## src/hdl/dq_pkg.sv

```systemverilog
// Shared types and codes for the double-ended queue.
// No dependencies; used by dq_ctrl, dq_datapath and the top level.
package dq_pkg;

  localparam int ValueW  = 32;
  localparam int ReqW    = 3;
  localparam int CountOW = 5;
  localparam int StatusW = 2;

  typedef enum logic [ReqW-1:0] {
    REQ_PUSH_BACK  = 3'd0,
    REQ_PUSH_FRONT = 3'd1,
    REQ_POP_FRONT  = 3'd2,
    REQ_POP_BACK   = 3'd3,
    REQ_PEEK       = 3'd4
  } req_e;

  typedef enum logic [StatusW-1:0] {
    ST_OK        = 2'd0,
    ST_UNDERFLOW = 2'd1,
    ST_OVERFLOW  = 2'd2
  } status_e;

  typedef enum logic [1:0] {
    S_IDLE   = 2'd0,
    S_UPDATE = 2'd1,
    S_READ   = 2'd2,
    S_LOAD   = 2'd3
  } state_e;

  typedef struct packed {
    logic load_req;
    logic do_update;
    logic capture;
  } cmd_t;

  typedef struct packed {
    logic out_full;
  } stat_t;

endpackage

```

## src/hdl/dq_ram.sv

```systemverilog
// Generic single-write, dual-read RAM with registered read data.
// No dependencies.
module dq_ram #(
  parameter int Width = 32,
  parameter int Depth = 16,
  localparam int AddrW = $clog2(Depth)
) (
  input  logic             clk_i,
  input  logic             we_i,
  input  logic [AddrW-1:0] waddr_i,
  input  logic [Width-1:0] wdata_i,
  input  logic [AddrW-1:0] raddr_a_i,
  output logic [Width-1:0] rdata_a_o,
  input  logic [AddrW-1:0] raddr_b_i,
  output logic [Width-1:0] rdata_b_o
);

  logic [Width-1:0] mem_q [Depth];

  always_ff @(posedge clk_i) begin
    if (we_i) begin
      mem_q[waddr_i] <= wdata_i;
    end
    rdata_a_o <= mem_q[raddr_a_i];
    rdata_b_o <= mem_q[raddr_b_i];
  end

endmodule

```

## src/hdl/dq_ctrl.sv

```systemverilog
// Sequencing state machine for the double-ended queue.
// Depends on dq_pkg for the state, command and status types.
module dq_ctrl (
  input  logic          clk_i,
  input  logic          rst_ni,
  input  logic          in_valid_i,
  output logic          in_stall_o,
  input  dq_pkg::stat_t stat_i,
  output dq_pkg::cmd_t  cmd_o
);

  dq_pkg::state_e state_q, state_d;

  always_ff @(posedge clk_i or negedge rst_ni) begin
    if (!rst_ni) begin
      state_q <= dq_pkg::S_IDLE;
    end else begin
      state_q <= state_d;
    end
  end

  always_comb begin
    state_d    = state_q;
    cmd_o      = '0;
    in_stall_o = 1'b1;
    case (state_q)
      dq_pkg::S_IDLE: begin
        in_stall_o = 1'b0;
        if (in_valid_i) begin
          cmd_o.load_req = 1'b1;
          state_d        = dq_pkg::S_UPDATE;
        end
      end
      dq_pkg::S_UPDATE: begin
        cmd_o.do_update = 1'b1;
        state_d         = dq_pkg::S_READ;
      end
      dq_pkg::S_READ: begin
        state_d = dq_pkg::S_LOAD;
      end
      dq_pkg::S_LOAD: begin
        // hold until the output register is free
        if (!stat_i.out_full) begin
          cmd_o.capture = 1'b1;
          state_d       = dq_pkg::S_IDLE;
        end
      end
      default: begin
        state_d = dq_pkg::S_IDLE;
      end
    endcase
  end

endmodule

```

## src/hdl/dq_datapath.sv

```systemverilog
// Ring pointers, slot RAM and result register of the double-ended queue.
// Depends on dq_pkg and dq_ram.
module dq_datapath #(
  parameter int Depth = 16
) (
  input  logic                                clk_i,
  input  logic                                rst_ni,
  input  dq_pkg::cmd_t                        cmd_i,
  output dq_pkg::stat_t                       stat_o,
  input  logic [dq_pkg::ReqW-1:0]             req_type_i,
  input  logic signed [dq_pkg::ValueW-1:0]    push_value_i,
  output logic                                out_valid_o,
  input  logic                                out_stall_i,
  output logic signed [dq_pkg::ValueW-1:0]    front_value_o,
  output logic signed [dq_pkg::ValueW-1:0]    back_value_o,
  output logic [dq_pkg::CountOW-1:0]          item_count_o,
  output logic                                is_empty_o,
  output logic [dq_pkg::StatusW-1:0]          status_o
);

  localparam int AddrW = $clog2(Depth);
  localparam int CntW  = $clog2(Depth + 1);
  localparam logic [AddrW:0] DepthS = (AddrW + 1)'(Depth);

  logic [AddrW-1:0]                head_q, head_d;
  logic [CntW-1:0]                 count_q, count_d;
  logic [dq_pkg::ReqW-1:0]         req_q;
  logic signed [dq_pkg::ValueW-1:0] val_q;
  dq_pkg::status_e                 status_q, status_d;
  logic                            out_valid_q;

  logic full, empty;
  logic [CntW-1:0]  off_last;
  logic [AddrW:0]   tail_sum, last_sum, next_sum;
  logic [AddrW-1:0] tail_idx, last_idx, next_idx, head_dec;
  logic             we;
  logic [AddrW-1:0] waddr;
  logic [dq_pkg::ValueW-1:0] rdata_a, rdata_b;

  assign full     = (count_q == CntW'(Depth));
  assign empty    = (count_q == '0);
  assign off_last = empty ? '0 : count_q - 1'b1;

  // ring offsets from the head, wrapped by one conditional subtract
  assign tail_sum = {1'b0, head_q} + (AddrW + 1)'(count_q);
  assign last_sum = {1'b0, head_q} + (AddrW + 1)'(off_last);
  assign next_sum = {1'b0, head_q} + (AddrW + 1)'(1);
  assign tail_idx = (tail_sum >= DepthS) ? AddrW'(tail_sum - DepthS) : AddrW'(tail_sum);
  assign last_idx = (last_sum >= DepthS) ? AddrW'(last_sum - DepthS) : AddrW'(last_sum);
  assign next_idx = (next_sum >= DepthS) ? AddrW'(next_sum - DepthS) : AddrW'(next_sum);
  assign head_dec = (head_q == '0) ? AddrW'(Depth - 1) : head_q - 1'b1;

  always_comb begin
    head_d   = head_q;
    count_d  = count_q;
    status_d = dq_pkg::ST_OK;
    we       = 1'b0;
    waddr    = tail_idx;
    case (dq_pkg::req_e'(req_q))
      dq_pkg::REQ_PUSH_BACK: begin
        if (full) begin
          status_d = dq_pkg::ST_OVERFLOW;
        end else begin
          we      = 1'b1;
          count_d = count_q + 1'b1;
        end
      end
      dq_pkg::REQ_PUSH_FRONT: begin
        waddr = head_dec;
        if (full) begin
          status_d = dq_pkg::ST_OVERFLOW;
        end else begin
          we      = 1'b1;
          head_d  = head_dec;
          count_d = count_q + 1'b1;
        end
      end
      dq_pkg::REQ_POP_FRONT: begin
        if (empty) begin
          status_d = dq_pkg::ST_UNDERFLOW;
        end else begin
          head_d  = next_idx;
          count_d = count_q - 1'b1;
        end
      end
      dq_pkg::REQ_POP_BACK: begin
        if (empty) begin
          status_d = dq_pkg::ST_UNDERFLOW;
        end else begin
          count_d = count_q - 1'b1;
        end
      end
      default: begin
      end
    endcase
  end

  always_ff @(posedge clk_i or negedge rst_ni) begin
    if (!rst_ni) begin
      head_q      <= '0;
      count_q     <= '0;
      out_valid_q <= 1'b0;
    end else begin
      if (cmd_i.do_update) begin
        head_q  <= head_d;
        count_q <= count_d;
      end
      if (cmd_i.capture) begin
        out_valid_q <= 1'b1;
      end else if (!out_stall_i) begin
        out_valid_q <= 1'b0;
      end
    end
  end

  always_ff @(posedge clk_i) begin
    if (cmd_i.load_req) begin
      req_q <= req_type_i;
      val_q <= push_value_i;
    end
    if (cmd_i.do_update) begin
      status_q <= status_d;
    end
    if (cmd_i.capture) begin
      front_value_o <= empty ? -32'sd1 : $signed(rdata_a);
      back_value_o  <= empty ? -32'sd1 : $signed(rdata_b);
      item_count_o  <= dq_pkg::CountOW'(count_q);
      is_empty_o    <= empty;
      status_o      <= status_q;
    end
  end

  dq_ram #(
    .Width(dq_pkg::ValueW),
    .Depth(Depth)
  ) u_ram (
    .clk_i    (clk_i),
    .we_i     (we && cmd_i.do_update),
    .waddr_i  (waddr),
    .wdata_i  (val_q),
    .raddr_a_i(head_q),
    .rdata_a_o(rdata_a),
    .raddr_b_i(last_idx),
    .rdata_b_o(rdata_b)
  );

  assign out_valid_o     = out_valid_q;
  assign stat_o.out_full = out_valid_q && out_stall_i;

endmodule

```

## src/hdl/double_ended_queue_top.sv

```systemverilog
// Each request steps through accept, pointer update and slot write, RAM
// read and result capture; no new request is taken until its result is
// captured, and capture waits while the output is stalled. The sequence is
// set by the single-port write and the registered read of the slot RAM.
// Reset (rst_ni low, asynchronous): clears head, count, sequencer and output
// valid; slot contents stay undefined until pushed.
module double_ended_queue_top #(
  parameter int DEPTH = 16
) (
  input  logic                             clk_i,
  input  logic                             rst_ni,
  input  logic                             in_valid_i,
  output logic                             in_stall_o,
  input  logic [dq_pkg::ReqW-1:0]          req_type_i,
  input  logic signed [dq_pkg::ValueW-1:0] push_value_i,
  output logic                             out_valid_o,
  input  logic                             out_stall_i,
  output logic signed [dq_pkg::ValueW-1:0] front_value_o,
  output logic signed [dq_pkg::ValueW-1:0] back_value_o,
  output logic [dq_pkg::CountOW-1:0]       item_count_o,
  output logic                             is_empty_o,
  output logic [dq_pkg::StatusW-1:0]       status_o
);

  dq_pkg::cmd_t  cmd;
  dq_pkg::stat_t stat;

  // Sequencer: takes one request transfer, then steps the datapath through
  // update, read and capture. Capture waits while the previous result is
  // still stalled at the output, so no result is overwritten.
  dq_ctrl u_ctrl (
    .clk_i     (clk_i),
    .rst_ni    (rst_ni),
    .in_valid_i(in_valid_i),
    .in_stall_o(in_stall_o),
    .stat_i    (stat),
    .cmd_o     (cmd)
  );

  // Datapath: ring head and count, slot RAM, and the result register that
  // decouples the output side from the next request.
  dq_datapath #(
    .Depth(DEPTH)
  ) u_dp (
    .clk_i        (clk_i),
    .rst_ni       (rst_ni),
    .cmd_i        (cmd),
    .stat_o       (stat),
    .req_type_i   (req_type_i),
    .push_value_i (push_value_i),
    .out_valid_o  (out_valid_o),
    .out_stall_i  (out_stall_i),
    .front_value_o(front_value_o),
    .back_value_o (back_value_o),
    .item_count_o (item_count_o),
    .is_empty_o   (is_empty_o),
    .status_o     (status_o)
  );

`ifndef SYNTHESIS
  // a request transfer keeps the input side busy during its update
  assert property (@(posedge clk_i) disable iff (!rst_ni)
    (in_valid_i && !in_stall_o) |=> in_stall_o)
    else $error("input accepted during request processing");

  // an empty queue reads -1 at both ends
  assert property (@(posedge clk_i) disable iff (!rst_ni)
    (out_valid_o && is_empty_o) |-> (front_value_o == -32'sd1 && back_value_o == -32'sd1))
    else $error("empty queue does not read -1");

  // underflow only leaves an empty queue
  assert property (@(posedge clk_i) disable iff (!rst_ni)
    (out_valid_o && status_o == dq_pkg::ST_UNDERFLOW) |-> is_empty_o)
    else $error("underflow with stored values");

  // overflow only happens on a full, hence non-empty, queue
  assert property (@(posedge clk_i) disable iff (!rst_ni)
    (out_valid_o && status_o == dq_pkg::ST_OVERFLOW) |-> !is_empty_o)
    else $error("overflow on an empty queue");
`endif

endmodule
```

## config.mk

```make
export PLATFORM = sky130hd
export DESIGN_NAME = double_ended_queue_top
export DESIGN_NICKNAME = d
export VERILOG_FILES = /design/src/hdl/dq_pkg.sv /design/src/hdl/dq_ram.sv /design/src/hdl/dq_ctrl.sv /design/src/hdl/dq_datapath.sv /design/src/hdl/double_ended_queue_top.sv
export SDC_FILE = /design/constraint.sdc
export NUM_CORES = 1
export LEC_CHECK = 0
export BUFFER_PORTS_ARGS = -buffer_cell sky130_fd_sc_hd__buf_4
export CAP_MARGIN = 15
export CORE_MARGIN = 2
export CORE_UTILIZATION = 66
export DETAILED_ROUTE_END_ITERATION = 10
export GPL_TIMING_DRIVEN = 0
export PLACE_DENSITY = 0.91
export RECOVER_POWER = 50
export SYNTH_ARGS = -nofsm -noshare
export SYNTH_HDL_FRONTEND = slang
export SYNTH_HIERARCHICAL = 1
export SYNTH_SLANG_ARGS = --single-unit
```

## constraint.sdc

```tcl
create_clock -name clk_i -period 10.63 [get_ports clk_i]
set_input_delay 0.5315 -clock clk_i [delete_from_list [all_inputs] [get_ports clk_i]]
set_output_delay 0.5315 -clock clk_i [all_outputs]
set_load 0.05 [all_outputs]
```

# Word-level counts from Yosys, hierarchy flattened
# Memories as Yosys holds them, arrays and structs flattened. A register that Yosys moved wholly into a read port is not among the register bits.
# Cells that the tools add are included.
[word_totals]
regBits = 121
ram_bits = 512
input_bits = 39
word_cells = 82
mem_count = 1
[mem_list]
columns = ["name", "words", "word_bits", "rd", "rd_clocked_by_memory_dff", "wr", "line", "text"]
rows = [
  ["u_dp.u_ram.mem_q", 16, 32, 2, 2, 1, "dq_ram.sv:18", "logic [Width-1:0] mem_q [Depth];"],
]
[classes]
add_sub_neg = 9
magnitude_cmp = 3
n_eq_ne = 14
muxes = 30
n_reduce_logical = 13
[op_table]
columns = ["cell", "count"]
rows = [
  ["2-to-1 mux 4 bit", 7],
  ["subtractor 4 x 1 -> 4 bit, second input constant", 4],
  [">= comparator 5 bit, second input constant", 3],
  ["2-to-1 mux 5 bit", 3],
  ["2-to-1 mux 1 bit", 13],
  ["inequality test 2 bit, second input constant", 6],
  ["adder 4 x 5 -> 5 bit", 2],
  ["one-hot mux 5 bit (2 select lines)", 1],
  ["one-hot mux 2 bit (4 select lines)", 1],
  ["one-hot mux 4 bit (2 select lines)", 1],
  ["AND reduction 4 bit", 2],
  ["== test 3 x 2 -> 1 bit, second input constant", 2],
  ["2-to-1 mux 2 bit", 3],
  ["adder 4 x 1 -> 5 bit, second input constant", 1],
  ["adder 5 x 1 -> 5 bit, second input constant", 1],
  ["== test 5 bit, second input constant", 1],
  ["zero test 5 bit", 1],
  ["subtractor 5 x 1 -> 5 bit, second input constant", 1],
  ["== test 2 bit, second input constant", 2],
  ["zero test 4 bit", 1],
  ["one-hot mux 2 bit (2 select lines)", 1],
  ["nonzero test 2 bit", 2],
  ["OR reduction 2 bit", 2],
  ["== test 3 x 1 -> 1 bit, second input constant", 1],
  ["other kinds (6)", 7],
]

# Logic depth before layout (Yosys ltp)
[depth]
word_depth = 6
ltp_mapped = 17
depth_no_buf = 13

# By module
# Netlist, hierarchy kept.
[by_module_without_submodules]
columns = ["module", "instances", "cells_each", "area_each_um2", "seq_area_each_um2"]
rows = [
  ["dq_ram", 1, 1141, 24188.2, 16656.0],
  ["dq_datapath", 1, 301, 4767.1, 3523.4],
  ["dq_ctrl", 1, 16, 181.4, 50.0],
]

# Worst setup path after synthesis
# Ideal clock, no wire load.
[synth_path]
kind = "register -> register"
startpoint = "reg u_dp.out_valid_q (netlist: u_dp/out_valid_o)"
endpoint = "reg u_dp/back_value_o[0] in the netlist's numbering (enable)"
setup_ps = 512
t_arrival_ps = 4054
required_time_ps = 10118
path_slack_ps = 6064
stages_incl_launch_ff = 3
cell_sequence = "dfrtp_1 and2_1 nor2b_1"
[synth_rtl]
columns = ["element", "line", "text"]
rows = [
  ["start: declaration", "dq_datapath.sv:30", "logic out_valid_q;"],
  ["start signal: assignment", "dq_datapath.sv:102", "out_valid_q <= 1'b0;"],
  ["start signal: assignment", "dq_datapath.sv:109", "out_valid_q <= 1'b1;"],
  ["start signal: assignment", "dq_datapath.sv:111", "out_valid_q <= 1'b0;"],
  ["end signal: assignment", "dq_datapath.sv:126", "back_value_o <= empty ? -32'sd1 : $signed(rdata_b);"],
  ["end: declaration", "dq_datapath.sv:15", "output logic signed [dq_pkg::ValueW-1:0] back_value_o,"],
]

# Worst setup path after layout
[layout_path]
startpoint = "reg u_dp.count_q[0]"
endpoint = "reg u_dp.u_ram.rdata_b_o[20], read port of u_dp.u_ram.mem_q"
[layout_between]
elab_chain_len = 5
elab_cells_between_ends = 7
classes_between = "3 x add/sub; 1 x order compare; 2 x mux; 1 x reduce/logical"
[layout_lines]
columns = ["element", "line", "text"]
rows = [
  ["start: declaration", "dq_datapath.sv:26", "logic [CntW-1:0] count_q, count_d;"],
  ["start signal: assignment", "dq_datapath.sv:106", "count_q <= count_d;"],
  ["subtractor 5 x 1 -> 5 bit or zero test 5 bit (tied branches)", "dq_datapath.sv:42, dq_datapath.sv:41", ""],
  ["2-to-1 mux 5 bit (*)", "dq_datapath.sv:42", "assign off_last = empty ? '0 : count_q - 1'b1;"],
  ["adder 4 x 5 -> 5 bit (*)", "dq_datapath.sv:46", "assign last_sum = {1'b0, head_q} + (AddrW + 1)'(off_last);"],
  ["subtractor 4 x 1 -> 4 bit or >= comparator 5 bit (tied branches)", "dq_datapath.sv:49", "assign last_idx = (last_sum >= DepthS) ? AddrW'(last_sum - DepthS) : AddrW'(last_sum);"],
  ["2-to-1 mux 4 bit (*)", "dq_datapath.sv:49", ""],
  ["net u_dp.last_idx[3]", "dq_datapath.sv:35", "logic [AddrW-1:0] tail_idx, last_idx, next_idx, head_dec;"],
  ["end: declaration", "dq_ram.sv:15", "output logic [Width-1:0] rdata_b_o"],
]
# The timed path passes the listed nets; every way through them passes the cells marked *.
# A chain may end at the register's enable or synchronous reset.

==> results.json <==
{
  "hp-start": "push_value_i[2]",
  "postRouteAntennaNets": 0,
  "finalNetCount": 1730,
  "crit_type": "reg -> reg",
  "grt_pass1_wl_um": 120000,
  "cts_resized": 0,
  "worstPathRequired_ps": 11140,
  "fmax_mhz": 194,
  "slew_headroom_pct": -35.9,
  "clock-sinks": 697,
  "crit_start": "u_dp/count_q[0]",
  "seq_area_frac_synth_pct": 69.4,
  "vias": 17700,
  "maxCapViolCount": 2,
  "drive_gt1_share_pct": 29.2,
  "ys_ff_latch": 697,
  "cts_max_level": 3,
  "yosys.area.top_type": "edfxtp_1",
  "rsz0062_at_grt": "false",
  "die_area_um2": 45800,
  "dp.final_hpwl_um": 49300,
  "setup.worst_path.end": "u_dp/u_ram/rdata_b_o[20]",
  "syn_area_per_cell_um2": 20.0,
  "synthToLayoutAreaGrowth_pct": 14.0,
  "clk_pin_slew_ps": 60,
  "io_buffer_count": 112,
  "setup-tns-final_ps": 0,
  "failed_checks": "max-capacitance violations, max-slew violations",
  "synth_top_area_share_pct": 64.0,
  "arrival_ps": 5660,
  "synthAdderAreaFrac_pct": 0.824,
  "synth_common_cells": "621 x edfxtp_1, 256 x mux4_2, 128 x a22oi_1",
  "first_pass_iters": 6,
  "wl_per_cell_um": 35.8,
  "setup_violations": 0,
  "antenna_found_initial": 0,
  "hold_path.class": "in -> reg",
  "r2r_start": "u_dp/count_q[0]",
  "skew_ps": 31.5,
  "wirelength_um": 82600,
  "ys_types": 47,
  "synth_area_um2": 29100,
  "drv_slew": 64,
  "yosys_warnings": 6,
  "via_per_inst": 7.64,
  "cp-end-kind": "flip-flop",
  "yosys-top-cells-area": "edfxtp_1 64%, mux4_2 20%, dfxtp_1 4.4%",
  "place_congestion": 0.796,
  "r2r_slack_ps": 5480,
  "tritoncts": "built",
  "drc_errors": 0,
  "core_area_um2": 43400,
  "min_period_ps": 5150,
  "cts_made_buffers": 69,
  "hold_viol_final": 0,
  "synth_fp_nets": 1515,
  "synth_edf_count": 621,
  "synthSimpleGateAreaFrac_pct": 3.58,
  "initial_core_util_pct": 67.2,
  "drt_iter0_markers": 3477,
  "tightest_slew_ps": 2040,
  "yosysMostFrequentCell": "edfxtp_1",
  "clockBufferDepth": 3,
  "outcome": "complete, but fails checks",
  "grt_pass1_vias": 18200,
  "period_share_pct": 48.4,
  "grt_max_degree": 36,
  "critPathMaxFanout": 10,
  "syn_inst": 1458,
  "overflow": 0,
  "die_h_um": 214,
  "synth_compound_gate_area_share_pct": 3.89,
  "cts_root_buffer": "clkbuf_16",
  "synthFlopType": "edfxtp_1",
  "io_pins": 113,
  "placementRows": 76,
  "clk_latency_ps": 610,
  "worstSetupStartpointType": "flip-flop",
  "rr_worst_depth": 17,
  "track_usage_pct": 36.7,
  "fp.dieW_um": 214,
  "reg2reg_to": "u_dp/u_ram/rdata_b_o[20]",
  "synthXorXnorAreaFrac_pct": 0.451,
  "synth_top_family_by_area": "multiplexers",
  "synthArstFlopShare_pct": 1.72,
  "synthMuxAreaShare_pct": 20.0
}
[worst min path at each step]
stage	endpoint	slack (ps)	depth (start not counted)
floorplan	u_ctrl/state_q[0]	240	0
global placement	u_dp/out_valid_o	380	1
detailed placement	u_dp/out_valid_o	390	1
CTS	u_dp/val_q[13]	100	1
global route	u_dp/val_q[12]	110	1
finish	u_dp/val_q[2]	120	1
[metal layers]
layer  vias up  share of wire, %  GRT usage (%)  wire [µm]
li1       6514                 -              -          -
met3       443                15           9.90      12400
met4         0               6.9           21.7       5720
met5         -                 0              0          0
met2      2007                47           57.8      39100
met1      8702                31           46.6      25400
[per-stage QoR]
step | std cells | setup slack [ps] | hold WS, ps | instance area, µm² | util [%]
floorplan | 1458 | 6060 | 236 | 29100 | -
detailed placement | 2186 | 5950 | 389 | 31400 | 72.4
global placement | 2155 | 3340 | 382 | 30700 | 70.8
finish | 2311 | 5480 | 122 | 33200 | 76.6
CTS | 2310 | 5700 | 98.1 | 33500 | 77.3
global route | 2310 | 5360 | 110 | 33200 | 76.6
[critical path: stages, from the launching register on]
cell and delay [ps]:
dfrtp_1 470, inv_1 140, ha_1 250, or4b_1 450
buf_2 250, clkbuf_2 250, nand2b_1 160, inv_1 70
ha_1 270, a21o_1 190, a21oi_1 170, xnor2_1 100
xnor2_1 390, nor2b_1 200, clkbuf_1 350, clkbuf_1 810
a22oi_1 330, nand2_1 200
[what timing repair did]
action | CTS | global route
buffers inserted | 0 | 0
hold buffers | 1 | 0
hold endpoints to repair | 12 | 0
[registers in the layout, indices dropped and copies added (netlist names), 2 cells and up]
signal and flops:
u_ctrl/state_q 2, u_dp/val_q 32, u_dp/back_value_o 32, u_dp/head_q 4
u_dp/status_q 2, u_dp/req_q 3, u_dp/count_q 5, u_dp/item_count_o 5
u_dp/status_o 2, u_dp/u_ram/mem_q 512, u_dp/u_ram/rdata_a_o 32, u_dp/u_ram/rdata_b_o 32
u_dp/front_value_o 32
[cell usage in the layout, fill, tap and decap left out, drive strengths merged, types with 2 or more instances in the layout]
| master | Yosys | final |
|---|---|---|
| mux2i | 3 | 3 |
| a22oi | 129 | 129 |
| nand2b | 66 | 66 |
| nor2 | 24 | 24 |
| clkinvlp | 0 | 3 |
| xor2 | 2 | 2 |
| mux4 | 256 | 256 |
| and2 | 4 | 4 |
| buf | 52 | 98 |
| inv | 14 | 15 |
| or2b | 3 | 3 |
| xnor2 | 13 | 13 |
| nor4bb | 2 | 2 |
| nor3 | 8 | 8 |
| o21ai | 4 | 4 |
| clkinv | 0 | 25 |
| fa | 2 | 2 |
| dfxtp | 64 | 64 |
| nor2b | 6 | 6 |
| nand3b | 2 | 2 |
| dfrtp | 12 | 12 |
| mux2 | 3 | 3 |
| a21o | 3 | 3 |
| or2 | 2 | 2 |
| clkbuf | 46 | 236 |
| o22ai | 3 | 3 |
| or3b | 4 | 4 |
| edfxtp | 621 | 621 |
| a21oi | 10 | 10 |
| nand3 | 4 | 4 |
| nand2 | 71 | 71 |
| ha | 16 | 16 |
[cell families after synthesis]
family          after synthesis
compound gates              153
xor+xnor                     15
fa+ha+maj                    18
buf+inv                     112
flops                       697
mux                         262
simple gates                201
[area by class of cell]
class | instances | area [µm²]
fillers | 2119 | 10100
multi-input cells | 649 | 8490
diodes | 1 | 2.50
flip-flops and latches | 697 | 20200
plain buffers | 98 | 469
clock inverters | 30 | 186
repair buffers | 144 | 1130
well taps | 585 | 732
clock buffers | 93 | 1930
inverters | 14 | 52.6
Power is left out: the tool's default activity adds up to more than one toggle a clock period on the data nets, which glitch-free logic cannot reach.
